<file path="src/design/lcdw_pkg.sv">
// shared types, codes and microcode table for the lcd number writer
package lcdw_pkg;

  localparam logic [2:0] OP_CHAR = 3'd0;
  localparam logic [2:0] OP_UDEC = 3'd1;
  localparam logic [2:0] OP_SDEC = 3'd2;
  localparam logic [2:0] OP_HEX  = 3'd3;
  localparam logic [2:0] OP_BIN  = 3'd4;

  localparam logic [7:0] CMD_SET_ADDR = 8'h80;
  localparam logic [7:0] ROW2_OFFSET  = 8'h40;
  localparam logic [7:0] CH_ZERO      = 8'h30;
  localparam logic [7:0] CH_A         = 8'h41;
  localparam logic [7:0] CH_PLUS      = 8'h2B;
  localparam logic [7:0] CH_MINUS     = 8'h2D;

  localparam int DEC_DIGITS = 5;
  localparam int HEX_DIGITS = 4;
  localparam int BIN_DIGITS = 16;

  typedef struct packed {
    logic [2:0]  op;
    logic [1:0]  row_sel;
    logic [4:0]  col_pos;
    logic [15:0] num_value;
    logic [4:0]  digit_count;
    logic [7:0]  char_code;
  } lcdw_in_t;

  typedef struct packed {
    logic       is_data;
    logic [7:0] bus_byte;
    logic       last;
  } lcdw_out_t;

  typedef logic [DEC_DIGITS-1:0][3:0] bcd_t;

  typedef enum logic [2:0] {
    STEP_FETCH,
    STEP_ADDR,
    STEP_SIGN,
    STEP_CONV,
    STEP_DIGIT,
    STEP_CHAR
  } step_t;

  typedef enum logic [2:0] {
    EMIT_NONE,
    EMIT_ADDR,
    EMIT_SIGN,
    EMIT_DIGIT,
    EMIT_CHAR
  } emit_t;

  typedef enum logic [1:0] {
    BR_NEXT,
    BR_OP,
    BR_CONV,
    BR_STAY
  } br_t;

  typedef struct packed {
    logic  take;
    emit_t emit;
    logic  conv;
    br_t   br;
  } ctrl_t;

  // microcode: one control word per step
  function automatic ctrl_t ucode_rom(input step_t step);
    ctrl_t w;
    w = '{take: 1'b0, emit: EMIT_NONE, conv: 1'b0, br: BR_STAY};
    case (step)
      STEP_FETCH: w = '{take: 1'b1, emit: EMIT_NONE,  conv: 1'b0, br: BR_NEXT};
      STEP_ADDR:  w = '{take: 1'b0, emit: EMIT_ADDR,  conv: 1'b0, br: BR_OP};
      STEP_SIGN:  w = '{take: 1'b0, emit: EMIT_SIGN,  conv: 1'b0, br: BR_NEXT};
      STEP_CONV:  w = '{take: 1'b0, emit: EMIT_NONE,  conv: 1'b1, br: BR_CONV};
      STEP_DIGIT: w = '{take: 1'b0, emit: EMIT_DIGIT, conv: 1'b0, br: BR_STAY};
      STEP_CHAR:  w = '{take: 1'b0, emit: EMIT_CHAR,  conv: 1'b0, br: BR_STAY};
      default:    w = '{take: 1'b1, emit: EMIT_NONE,  conv: 1'b0, br: BR_NEXT};
    endcase
    return w;
  endfunction

endpackage

</file>
<file path="src/design/lcdw_dabble.sv">
// shift-and-add-3 binary to bcd converter, one bit per step
module lcdw_dabble (
  input  logic               clk,
  input  logic               load,
  input  logic               step,
  input  logic [15:0]        din,
  output lcdw_pkg::bcd_t     bcd,
  output logic               final_step
);
  import lcdw_pkg::*;

  logic [15:0] bin;
  logic [3:0]  bits;
  bcd_t        adj;

  always_comb begin
    for (int k = 0; k < DEC_DIGITS; k++) begin
      adj[k] = (bcd[k] >= 4'd5) ? 4'(bcd[k] + 4'd3) : bcd[k];
    end
  end

  always_ff @(posedge clk) begin
    if (load) begin
      bin  <= din;
      bcd  <= '0;
      bits <= '0;
    end else if (step) begin
      bcd  <= {adj[DEC_DIGITS-1][2:0], adj[DEC_DIGITS-2:0], bin[15]};
      bin  <= {bin[14:0], 1'b0};
      bits <= 4'(bits + 4'd1);
    end
  end

  // the sixteenth shift is under way
  assign final_step = (bits == 4'd15);

endmodule

</file>
<file path="src/design/lcd_number_to_char_writer.sv">
// top level: microcoded formatter that turns a print request into lcd bus bytes
// an accepted request goes to the address step, which registers the address command
// decimal requests run the bcd converter before the first digit
// throughput: one output byte per cycle in the emitting steps while out_ready is high;
// each request also passes the fetch step, and decimal ones the conversion steps
// reset: sequencer returns to fetch and the output register is emptied
module lcd_number_to_char_writer (
  input  logic                clk,
  input  logic                rst,
  input  logic                in_valid,
  output logic                in_ready,
  input  lcdw_pkg::lcdw_in_t  in_data,
  output logic                out_valid,
  input  logic                out_ready,
  output lcdw_pkg::lcdw_out_t out_data
);
  import lcdw_pkg::*;

  step_t      upc, upc_next;
  ctrl_t      ctrl;

  logic [2:0]  op;
  logic [7:0]  addr;
  logic [4:0]  cnt;
  logic [15:0] val;
  logic [7:0]  ch;
  logic        neg;

  logic        emit_fire;
  logic        load;
  logic        emit_last;
  logic [7:0]  emit_byte;
  logic        emit_data;

  logic [7:0]  addr_in;
  logic [7:0]  col_m1;
  logic [4:0]  cnt_in;
  logic        neg_in;
  logic [15:0] mag_in;
  logic [4:0]  cnt_m1;
  logic [3:0]  idx;
  logic [3:0]  hex_d;
  bcd_t        bcd;
  logic        conv_final;

  // request decode at the input transaction
  always_comb begin
    col_m1  = 8'(8'(in_data.col_pos) - 8'd1);
    addr_in = (in_data.row_sel == 2'd1) ? (CMD_SET_ADDR | col_m1)
                                        : (CMD_SET_ADDR | 8'(col_m1 + ROW2_OFFSET));
    neg_in  = (in_data.op == OP_SDEC) && in_data.num_value[15];
    mag_in  = neg_in ? 16'(~in_data.num_value + 16'd1) : in_data.num_value;
    case (in_data.op)
      OP_UDEC, OP_SDEC: cnt_in = (in_data.digit_count > 5'(DEC_DIGITS))
                                 ? 5'(DEC_DIGITS) : in_data.digit_count;
      OP_HEX:           cnt_in = (in_data.digit_count > 5'(HEX_DIGITS))
                                 ? 5'(HEX_DIGITS) : in_data.digit_count;
      OP_BIN:           cnt_in = (in_data.digit_count > 5'(BIN_DIGITS))
                                 ? 5'(BIN_DIGITS) : in_data.digit_count;
      default:          cnt_in = in_data.digit_count;
    endcase
  end

  lcdw_dabble u_dabble (
    .clk        (clk),
    .load       (load),
    .step       (ctrl.conv),
    .din        (mag_in),
    .bcd        (bcd),
    .final_step (conv_final)
  );

  // digit selected by the remaining count, most significant first
  always_comb begin
    cnt_m1 = 5'(cnt - 5'd1);
    idx    = cnt_m1[3:0];
    hex_d  = val[{idx[1:0], 2'b00} +: 4];
  end

  // control word decode and emitted byte
  always_comb begin
    ctrl      = ucode_rom(upc);
    in_ready  = ctrl.take;
    load      = ctrl.take && in_valid;
    emit_fire = (ctrl.emit != EMIT_NONE) && (!out_valid || out_ready);
    emit_data = 1'b1;
    emit_byte = ch;
    emit_last = 1'b1;
    case (ctrl.emit)
      EMIT_ADDR: begin
        emit_data = 1'b0;
        emit_byte = addr;
        emit_last = (op > OP_BIN) || ((op inside {OP_UDEC, OP_HEX, OP_BIN}) && (cnt == 5'd0));
      end
      EMIT_SIGN: begin
        emit_byte = neg ? CH_MINUS : CH_PLUS;
        emit_last = (cnt == 5'd0);
      end
      EMIT_DIGIT: begin
        emit_last = (cnt == 5'd1);
        case (op)
          OP_HEX:  emit_byte = (hex_d < 4'd10) ? 8'(CH_ZERO + 8'(hex_d))
                                               : 8'(CH_A + 8'(hex_d) - 8'd10);
          OP_BIN:  emit_byte = 8'(CH_ZERO + 8'(val[idx]));
          default: emit_byte = 8'(CH_ZERO + 8'(bcd[idx[2:0]]));
        endcase
      end
      EMIT_CHAR: begin
        emit_byte = ch;
        emit_last = 1'b1;
      end
      default: begin
        emit_data = 1'b1;
        emit_byte = ch;
        emit_last = 1'b0;
      end
    endcase
  end

  // next step
  always_comb begin
    upc_next = upc;
    if (ctrl.emit != EMIT_NONE && !emit_fire) begin
      upc_next = upc;
    end else if (emit_fire && emit_last) begin
      upc_next = STEP_FETCH;
    end else begin
      case (ctrl.br)
        BR_NEXT: begin
          if (!ctrl.take || in_valid) upc_next = step_t'(3'(upc) + 3'd1);
        end
        BR_OP: begin
          case (op)
            OP_CHAR:        upc_next = STEP_CHAR;
            OP_UDEC:        upc_next = STEP_CONV;
            OP_SDEC:        upc_next = STEP_SIGN;
            OP_HEX, OP_BIN: upc_next = STEP_DIGIT;
            default:        upc_next = STEP_FETCH;
          endcase
        end
        BR_CONV: begin
          if (conv_final) upc_next = STEP_DIGIT;
        end
        default: upc_next = upc;
      endcase
    end
  end

  always_ff @(posedge clk) begin
    if (rst) begin
      upc <= STEP_FETCH;
    end else begin
      upc <= upc_next;
    end
  end

  always_ff @(posedge clk) begin
    if (load) begin
      op   <= in_data.op;
      addr <= addr_in;
      cnt  <= cnt_in;
      val  <= in_data.num_value;
      ch   <= in_data.char_code;
      neg  <= neg_in;
    end else if (emit_fire && ctrl.emit == EMIT_DIGIT) begin
      cnt <= cnt_m1;
    end
  end

  // output register
  always_ff @(posedge clk) begin
    if (rst) begin
      out_valid <= 1'b0;
    end else if (emit_fire) begin
      out_valid <= 1'b1;
    end else if (out_ready) begin
      out_valid <= 1'b0;
    end
  end

  always_ff @(posedge clk) begin
    if (emit_fire) begin
      out_data <= '{is_data: emit_data, bus_byte: emit_byte, last: emit_last};
    end
  end

  a_accept_to_addr: assert property (@(posedge clk) disable iff (rst)
    in_valid && in_ready |=> upc == STEP_ADDR)
    else $error("accepted request did not move to the address step");

  a_digit_count: assert property (@(posedge clk) disable iff (rst)
    upc == STEP_DIGIT |-> cnt != 5'd0)
    else $error("digit step entered with no digits left");

  a_conv_decimal: assert property (@(posedge clk) disable iff (rst)
    upc == STEP_CONV |-> (op == OP_UDEC || op == OP_SDEC))
    else $error("bcd conversion for a non-decimal request");

  a_last_returns: assert property (@(posedge clk) disable iff (rst)
    emit_fire && emit_last |=> upc == STEP_FETCH && out_valid && out_data.last)
    else $error("final byte did not end the request");

endmodule

</file>
<file path="config.mk">
export PLATFORM = sky130hd
export DESIGN_NAME = lcd_number_to_char_writer
export DESIGN_NICKNAME = d
export VERILOG_FILES = /design/src/design/lcdw_pkg.sv /design/src/design/lcdw_dabble.sv /design/src/design/lcd_number_to_char_writer.sv
export SDC_FILE = /design/constraint.sdc
export NUM_CORES = 1
export LEC_CHECK = 0
export BUFFER_PORTS_ARGS = -buffer_cell sky130_fd_sc_hd__buf_2
export CELL_PAD_IN_SITES_DETAIL_PLACEMENT = 0
export CELL_PAD_IN_SITES_GLOBAL_PLACEMENT = 1
export CORE_ASPECT_RATIO = 1.5
export CORE_UTILIZATION = 47
export CTS_CLUSTER_SIZE = 30
export DETAILED_ROUTE_END_ITERATION = 8
export PLACE_DENSITY_LB_ADDON = 0.2
export REMOVE_ABC_BUFFERS = 1
export SLEW_MARGIN = 25
export SYNTH_ARGS = -nofsm -noshare
export SYNTH_HDL_FRONTEND = slang
export SYNTH_SLANG_ARGS = --single-unit
</file>
<file path="constraint.sdc">
create_clock -name clk -period 3.7 [get_ports clk]
set_input_delay 0.74 -clock clk [delete_from_list [all_inputs] [get_ports clk]]
set_output_delay 0.74 -clock clk [all_outputs]
set_load 0.03 [all_outputs]
</file>
==> flow_summary.toml, run 1 <==
[status]
status = "finished, final reports clean"

[placement]
port_buffers = 54
placed_cells = 694
hpwl_um = 8720
gp_congestion = 0.880
pre_cts_slack_ns = 1.03
place_area_mm2 = 0.00576

[floorplan]
fp.coreArea_mm2 = 0.0111
die_x_um = 89.0
io_pins = 55
start_util_pct = 48.3
dieArea_mm2 = 0.0118
rows = 47
die_y_um = 133

[pwr]
power_density_mw_per_mm2 = 688
clkPwrFrac_pct = 22.7
p_leak_nw = 2.33
internal_power_mw = 2.60
p_seq_share_pct = 38.3
p_sw_mw = 1.57
pwr-share-comb_pct = 39.0
ir_drop_mv = 0.515
swShare_pct = 37.7

[timing]
setup_viol = 0
hold_viol_final = 0
fin_crit_ns = 2.75
worstMarginPinSlew_ns = 0.868
relSlewSlack_pct = 41.5
layout_setup_ws_ns = 0.947
clock_skew_ns = 0.00730
drv_slew = 0
setup-tns-final_ns = 0
rsz0062_at_grt = "false"
post-route-period-util_pct = 74.4
fmax_ghz = 0.363

[finish]
seqCellArea_mm2 = 0.00254
post-route-cell-area_mm2 = 0.00606
drive_gt1_share_pct = 17.1
antenna_cells = 0
area_growth_pct = 13.6
fillers = 1040
multi_input_area_mm2 = 0.00257
finalNetCount = 627
final_core_util_pct = 54.9
fin_cells = 710

[yosys]
ys_types = 65
synthSimpleGateAreaFrac_pct = 13.3
synth_top_family_by_area = "compound AO/OA/AOI/OAI gates"
avgSynthCellArea_um2 = 10.6
synth_mux_area_share_pct = 6.61
ys_seq_area_share_pct = 47.6
synthAdderAreaFrac_pct = 6.28
synth_seq_cells = 94
synthFlopType = "edfxtp_1"
syn_area_mm2 = 0.00534
synth-compound-area-share_pct = 16.8
yosys.area_share.xor_xnor_pct = 5.25
yosys_warnings = 0
synth-edff-count = 66
async_flop_share_pct = 0
syn_inst = 502

[route]
via_per_inst = 5.69
dr.pass1.iters = 4
drt-total-wl_um = 11700
vias = 4040
drt-wirelength-per-cell_um = 16.5
final_antenna_net_count = 0
drt_iter0_markers = 181
route.detailed.drc = 0

[setup_path]
r2r-end = "upc[2]"
crit_type = "flip-flop to output port"
startpoint = "upc[2]"
worstSetupEndpoint = "in_ready"
critPathArrivalTime_ns = 2.01
path_max_fanout = 17
rr_startpoint = "upc[2]"
reg2reg_depth = 9
critPathLaunchType = "flip-flop"
worstPathRequired_ns = 2.96
reg2reg_slack_ns = 0.99
end_kind = "output port"

[clocking]
clock-sinks = 94
cts_buffers = 9
cts_hold_buffers = 0
cts-root-buf = "clkbuf_16"
cts_setup_buffers = 0
clk_latency_ns = 0.35
cts_tree = "yes"
path_clk_slew_ns = 0.07
cts_resized = 0
htreeDepth = 3
cts_max_path_buffers = 2

[grt]
grt_pass1_vias = 3801
grtUsageTotal_pct = 21.0
grt_antenna_before_repair = 0
grt_max_degree = 58
grt-ovfl-total = 0
grt_pass1_wl_um = 18700

[hold_path]
hp-class = "flip-flop to flip-flop"

[job]
drv_cap = 0
==> worst max-delay path, cell delays in order (launching register included) <==
cell and delay, ns:
dfxtp_1 0.69, ha_1 0.36, inv_1 0.15, nor2_1 0.23, buf_2 0.24
==> cells in the mapped netlist, types with 3 or more instances <==
cell type   n  area share, %
a211oi_1    3           0.42
a21o_1      4           0.56
a21oi_1    39            3.7
a22o_1      6           0.98
a31oi_1     9            1.1
buf_2       6           0.56
clkbuf_1    6           0.42
dfxtp_1    28             11
edfxtp_1   66             37
ha_1       26            6.1
inv_1      39            2.7
mux2i_1     6            1.1
mux4_1      6            3.0
mux4_2      6            2.5
nand2_1    39            2.7
nand2b_1   12            1.4
nand3_1     4           0.38
nand4_1     4           0.47
nor2_1     42            3.0
nor2b_1     4           0.47
nor3_1      5           0.47
nor3b_1     4           0.56
o211ai_1    4           0.56
o21a_1      6           0.84
o21ai_0    36            3.4
o21ai_1     3           0.28
o22ai_1     8           0.94
o32ai_1     4           0.66
xnor2_1    21            3.4
xor2_1     11            1.8
==> metrics by stage <==
step / hold slack [ns] / power, mW
4_1_cts: 0.491 / 4.20
5_1_grt: 0.502 / 4.42
6_report: 0.477 / 4.17
2_1_floorplan: 0.418 / 2.79
3_5_place_dp: 0.476 / 3.25
3_3_place_gp: 0.444 / 3.22
==> how the worst min path moves through the flow <==
stage	start	endpoint	depth (start not counted)
global placement	u_dabble.bin[15]	u_dabble.bcd[0]	2
floorplan	u_dabble.bin[15]	u_dabble.bcd[0]	2
global route	u_dabble.bin[15]	u_dabble.bcd[0]	2
detailed placement	u_dabble.bin[15]	u_dabble.bcd[0]	2
finish	u_dabble.bin[15]	u_dabble.bcd[0]	2
CTS	u_dabble.bin[15]	u_dabble.bcd[0]	2
==> cell type report <==
cell class	instances	share of cell area, %
multi-input cells	354	42.4
flip-flops and latches	94	41.9
repair buffers	60	5.20
clock buffers	9	3.71
well taps	147	3.03
inverters	39	2.41
clock inverters	7	1.28
==> power by group through the flow <==
| stage | combinational (mW) | sequential [mW] | clock [mW] |
|---|---|---|---|
| global placement | 1.61 | 1.62 | 0 |
| floorplan | 1.09 | 1.70 | 0 |
| global route | 1.79 | 1.63 | 1.01 |
| finish | 1.62 | 1.60 | 0.948 |
| detailed placement | 1.63 | 1.62 | 0 |
| CTS | 1.64 | 1.60 | 0.963 |
==> layout by cell type (no fill, tap or decap), types with 5 or more instances in the layout <==
master and instances:
buf_4 6, nand2b_1 12, edfxtp_1 66, mux4_2 6, o21ai_0 36, a22o_1 6
nor3_1 5, o22ai_1 8, xor2_1 11, ha_1 26, clkbuf_16 9, o21a_1 6
buf_2 54, a31oi_1 9, nor2_1 42, a21oi_1 39, dfxtp_1 28, xnor2_1 21
mux2i_1 6, nand2_1 39, inv_1 38, mux4_1 6
==> cell families after synthesis <==
kind of cell	count (synthesis)
AOI/OAI and AO/OA	141
xor gates and xnor gates	32
adders and majority gates	27
buffers and inverters	54
DFF	94
muxes	18
and+or+nand+nor	136
==> per-layer routing <==
metal  vias up  routed length, um  GRT usage, %
met2        96               6310          38.3
met5         -                  0             0
met4         0                333          7.94
met1      1947               4630          23.3
li1       1976                  -             -
met3        21                411          4.18
==> registers in the layout, summed over array words and instances, names as in the netlist <==
signal / count
upc: 3
addr: 7
out_data: 10
op: 3
ch: 8
out_valid: 1
u_dabble.bits: 4
u_dabble.bcd: 20
cnt: 5
val: 16
u_dabble.bin: 16
neg: 1
No activity file was read; power rests on OpenSTA's default activity.
==> inputs of run 2 (changes only) <==
--- a/config.mk
+++ b/config.mk
@@ -5,11 +5,12 @@
 export SDC_FILE = /design/constraint.sdc
 export NUM_CORES = 1
 export LEC_CHECK = 0
+export ABC_AREA = 1
 export BUFFER_PORTS_ARGS = -buffer_cell sky130_fd_sc_hd__buf_2
 export CELL_PAD_IN_SITES_DETAIL_PLACEMENT = 0
 export CELL_PAD_IN_SITES_GLOBAL_PLACEMENT = 1
 export CORE_ASPECT_RATIO = 1.5
-export CORE_UTILIZATION = 47
+export CORE_UTILIZATION = 41
 export CTS_CLUSTER_SIZE = 30
 export DETAILED_ROUTE_END_ITERATION = 8
 export PLACE_DENSITY_LB_ADDON = 0.2
==> constraint.sdc (replaced) <==
create_clock -name clk -period 2.3 [get_ports clk]
set_input_delay 0.46 -clock clk [delete_from_list [all_inputs] [get_ports clk]]
set_output_delay 0.46 -clock clk [all_outputs]
set_load 0.03 [all_outputs]
==> flow_summary.toml, run 2 <==
[placement]
pre_cts_slack_ns = 0.106
gp_congestion = 0.826
hpwl_um = 9550
port_buffers = 54
place_area_mm2 = 0.00591

[finish]
layout_common_cells = "122 x nand2_1, 79 x inv_1, 66 x edfxtp_1"
finalNetCount = 769
regMostFlops = "u_dabble.bcd"
antenna_cells = 0
fillers = 1230
post-route-cell-area_mm2 = 0.00626
area_growth_pct = 16.6
largest_reg_flops = 20
drive_gt1_share_pct = 16.6
multi_input_area_mm2 = 0.00244
seqCellArea_mm2 = 0.00254
final_common_cell = "nand2_1"
top_regs = "u_dabble.bcd (20), u_dabble.bin (16), val (16)"

[setup_path]
end_kind = "flip-flop"
rr_startpoint = "cnt[0]"
worstPathRequired_ns = 2.39
critPathLaunchType = "flip-flop"
critPathArrivalTime_ns = 2.21
path_max_fanout = 26
crit_type = "flip-flop to flip-flop"
startpoint = "cnt[0]"

[pwr]
p_sw_mw = 3.38
p_seq_share_pct = 33.1
ir_drop_mv = 0.405
clkPwrFrac_pct = 19.8
internal_power_mw = 4.78
p_total_mw = 8.16
swShare_pct = 41.4
power_density_mw_per_mm2 = 1310
pwr-share-comb_pct = 47.1
p_leak_nw = 2.68

[grt]
grt-ovfl-total = 0
grtUsageTotal_pct = 20.1
grt_pass1_wl_um = 21000
grt_max_degree = 37
grt_antenna_before_repair = 0
grt_pass1_vias = 4474

[yosys]
yosys_warnings = 0
synthSimpleGateAreaFrac_pct = 20.1
avgSynthCellArea_um2 = 8.47
yosys-top-cells-area = "edfxtp_1 37%, dfxtp_1 10%, nand2_1 8.5%"
yosysMostFrequentCell = "nand2_1"
synth_seq_cells = 94
synthAdderAreaFrac_pct = 6.06
synth_common_cells = "122 x nand2_1, 81 x inv_1, 66 x edfxtp_1"
synthFlopType = "edfxtp_1"
syn_area_mm2 = 0.00537
synth_mux_area_share_pct = 0.186
async_flop_share_pct = 0
ys_types = 47
synth_largest_area_cell = "edfxtp_1"
ys_seq_area_share_pct = 47.4
synth-edff-count = 66
synth_top_family_by_area = "simple AND/OR/NAND/NOR gates"
synth_top_cell_area_share_pct = 36.9
yosys.area_share.xor_xnor_pct = 3.10
synth-compound-area-share_pct = 15.7
syn_inst = 634

[clocking]
path_clk_slew_ns = 0.07
htreeDepth = 3
cts_tree = "yes"
cts_buffers = 9
cts_max_path_buffers = 2
cts_hold_buffers = 0
cts-root-buf = "clkbuf_16"
clk_latency_ns = 0.35
clock-sinks = 94
cts_setup_buffers = 0

[route]
dr.pass1.iters = 6
vias = 4430
drt_iter0_markers = 157
route.detailed.drc = 0
drt-wirelength-per-cell_um = 14.7
drt-total-wl_um = 12600
final_antenna_net_count = 0
via_per_inst = 5.15

[timing]
clock_skew_ns = 0.00737
hold_viol_final = 0
fmax_ghz = 0.471
post-route-period-util_pct = 92.3
fin_hold_ws_ns = 0.284
drv_slew = 0
fin_crit_ns = 2.12
setup_viol = 0
setup-tns-final_ns = 0
rsz0062_at_grt = "false"
layout_setup_ws_ns = 0.177
worstMarginPinSlew_ns = 0.419
relSlewSlack_pct = 72.1

[floorplan]
die_x_um = 95.4
start_util_pct = 42.5
dieArea_mm2 = 0.0136
fp.coreArea_mm2 = 0.0126
rows = 50
io_pins = 55
die_y_um = 142

[hold_path]
hp-class = "primary input to flip-flop"
hp-start = "in_data[5]"

[job]
drv_cap = 0

[status]
status = "finished, final reports clean"
[run 2: cell count changes in the layout (fill, tap and decap cells not counted), sizes merged, moves of 9 or more]
cell and change:
mux4 -12, inv +46, nand3 +24, xnor2 -15
nand2 +96, o21ai +26, nor2 +19, buf +9
nand2b -12
[run 2: final timing paths]
check                           slack [ns]              end  cells after the start
worst min-delay path                  0.28            ch[5]                      1
worst max-delay path                  0.18      out_data[2]                     11
worst min register to register        0.45  u_dabble.bcd[0]                      2
worst max register to register        0.18      out_data[2]                     11
[run 2: area by class of cell]
cell class	count	share of cell area [%]
Timing Repair Buffer	69	6.78
Sequential cell	94	40.6
Clock inverter	7	1.56
Multi-Input combinational cell	438	38.9
Clock buffer	9	3.60
Inverter	88	5.36
Tap cell	156	3.12
[run 2: timing repair]
action | CTS | global route
gates resized for setup | 0 | 8
setup endpoints to repair | 0 | 4
hold endpoints to repair | 0 | 0
[run 2: kinds of logic (layout without fill, tap and decap cells)]
| family | Yosys count | after routing |
|---|---|---|
| AO/OA/AOI/OAI | 148 | 148 |
| XOR/XNOR | 19 | 19 |
| adder cells (fa/ha/maj) | 26 | 26 |
| buffers and inverters | 102 | 173 |
| flip-flops | 94 | 94 |
| multiplexers | 1 | 1 |
| AND/OR/NAND/NOR | 244 | 244 |
[run 2: through the flow]
step                      cells  util [%]
after detailed placement    845      46.8
after global placement      845      46.8
after floorplan             620         -
final                       861      49.5
after CTS                   861      49.3
after global routing        861      49.5
[run 2: critical path: stages, from the launching register on]
cell,delay [ns]
edfxtp_1,0.40
inv_2,0.11
buf_6,0.20
ha_1,0.21
xnor2_1,0.14
inv_1,0.18
a21oi_1,0.17
nor3_1,0.08
nor2_1,0.11
o21ai_0,0.13
nand2_1,0.08
nand2_1,0.05
[run 2: layer usage]
| metal | track usage [%] | vias to the layer above | routed length, um | share of wire, % |
|---|---|---|---|---|
| li1 | - | 2264 | - | - |
| met1 | 22.5 | 2084 | 5120 | 41 |
| met2 | 37.8 | 67 | 6930 | 55 |
| met3 | 2.99 | 15 | 392 | 3.1 |
| met4 | 6.76 | 0 | 190 | 1.5 |
| met5 | 0 | - | 0 | 0 |
[run 2: power by group through the flow]
stage / clock (mW) / combinational (mW) / sequential [mW]
after detailed placement: 0 / 3.79 / 2.74
final: 1.62 / 3.84 / 2.70
after floorplan: 0 / 2.35 / 2.92
after global routing: 1.71 / 4.30 / 2.75
after CTS: 1.65 / 3.80 / 2.71
after global placement: 0 / 3.72 / 2.73
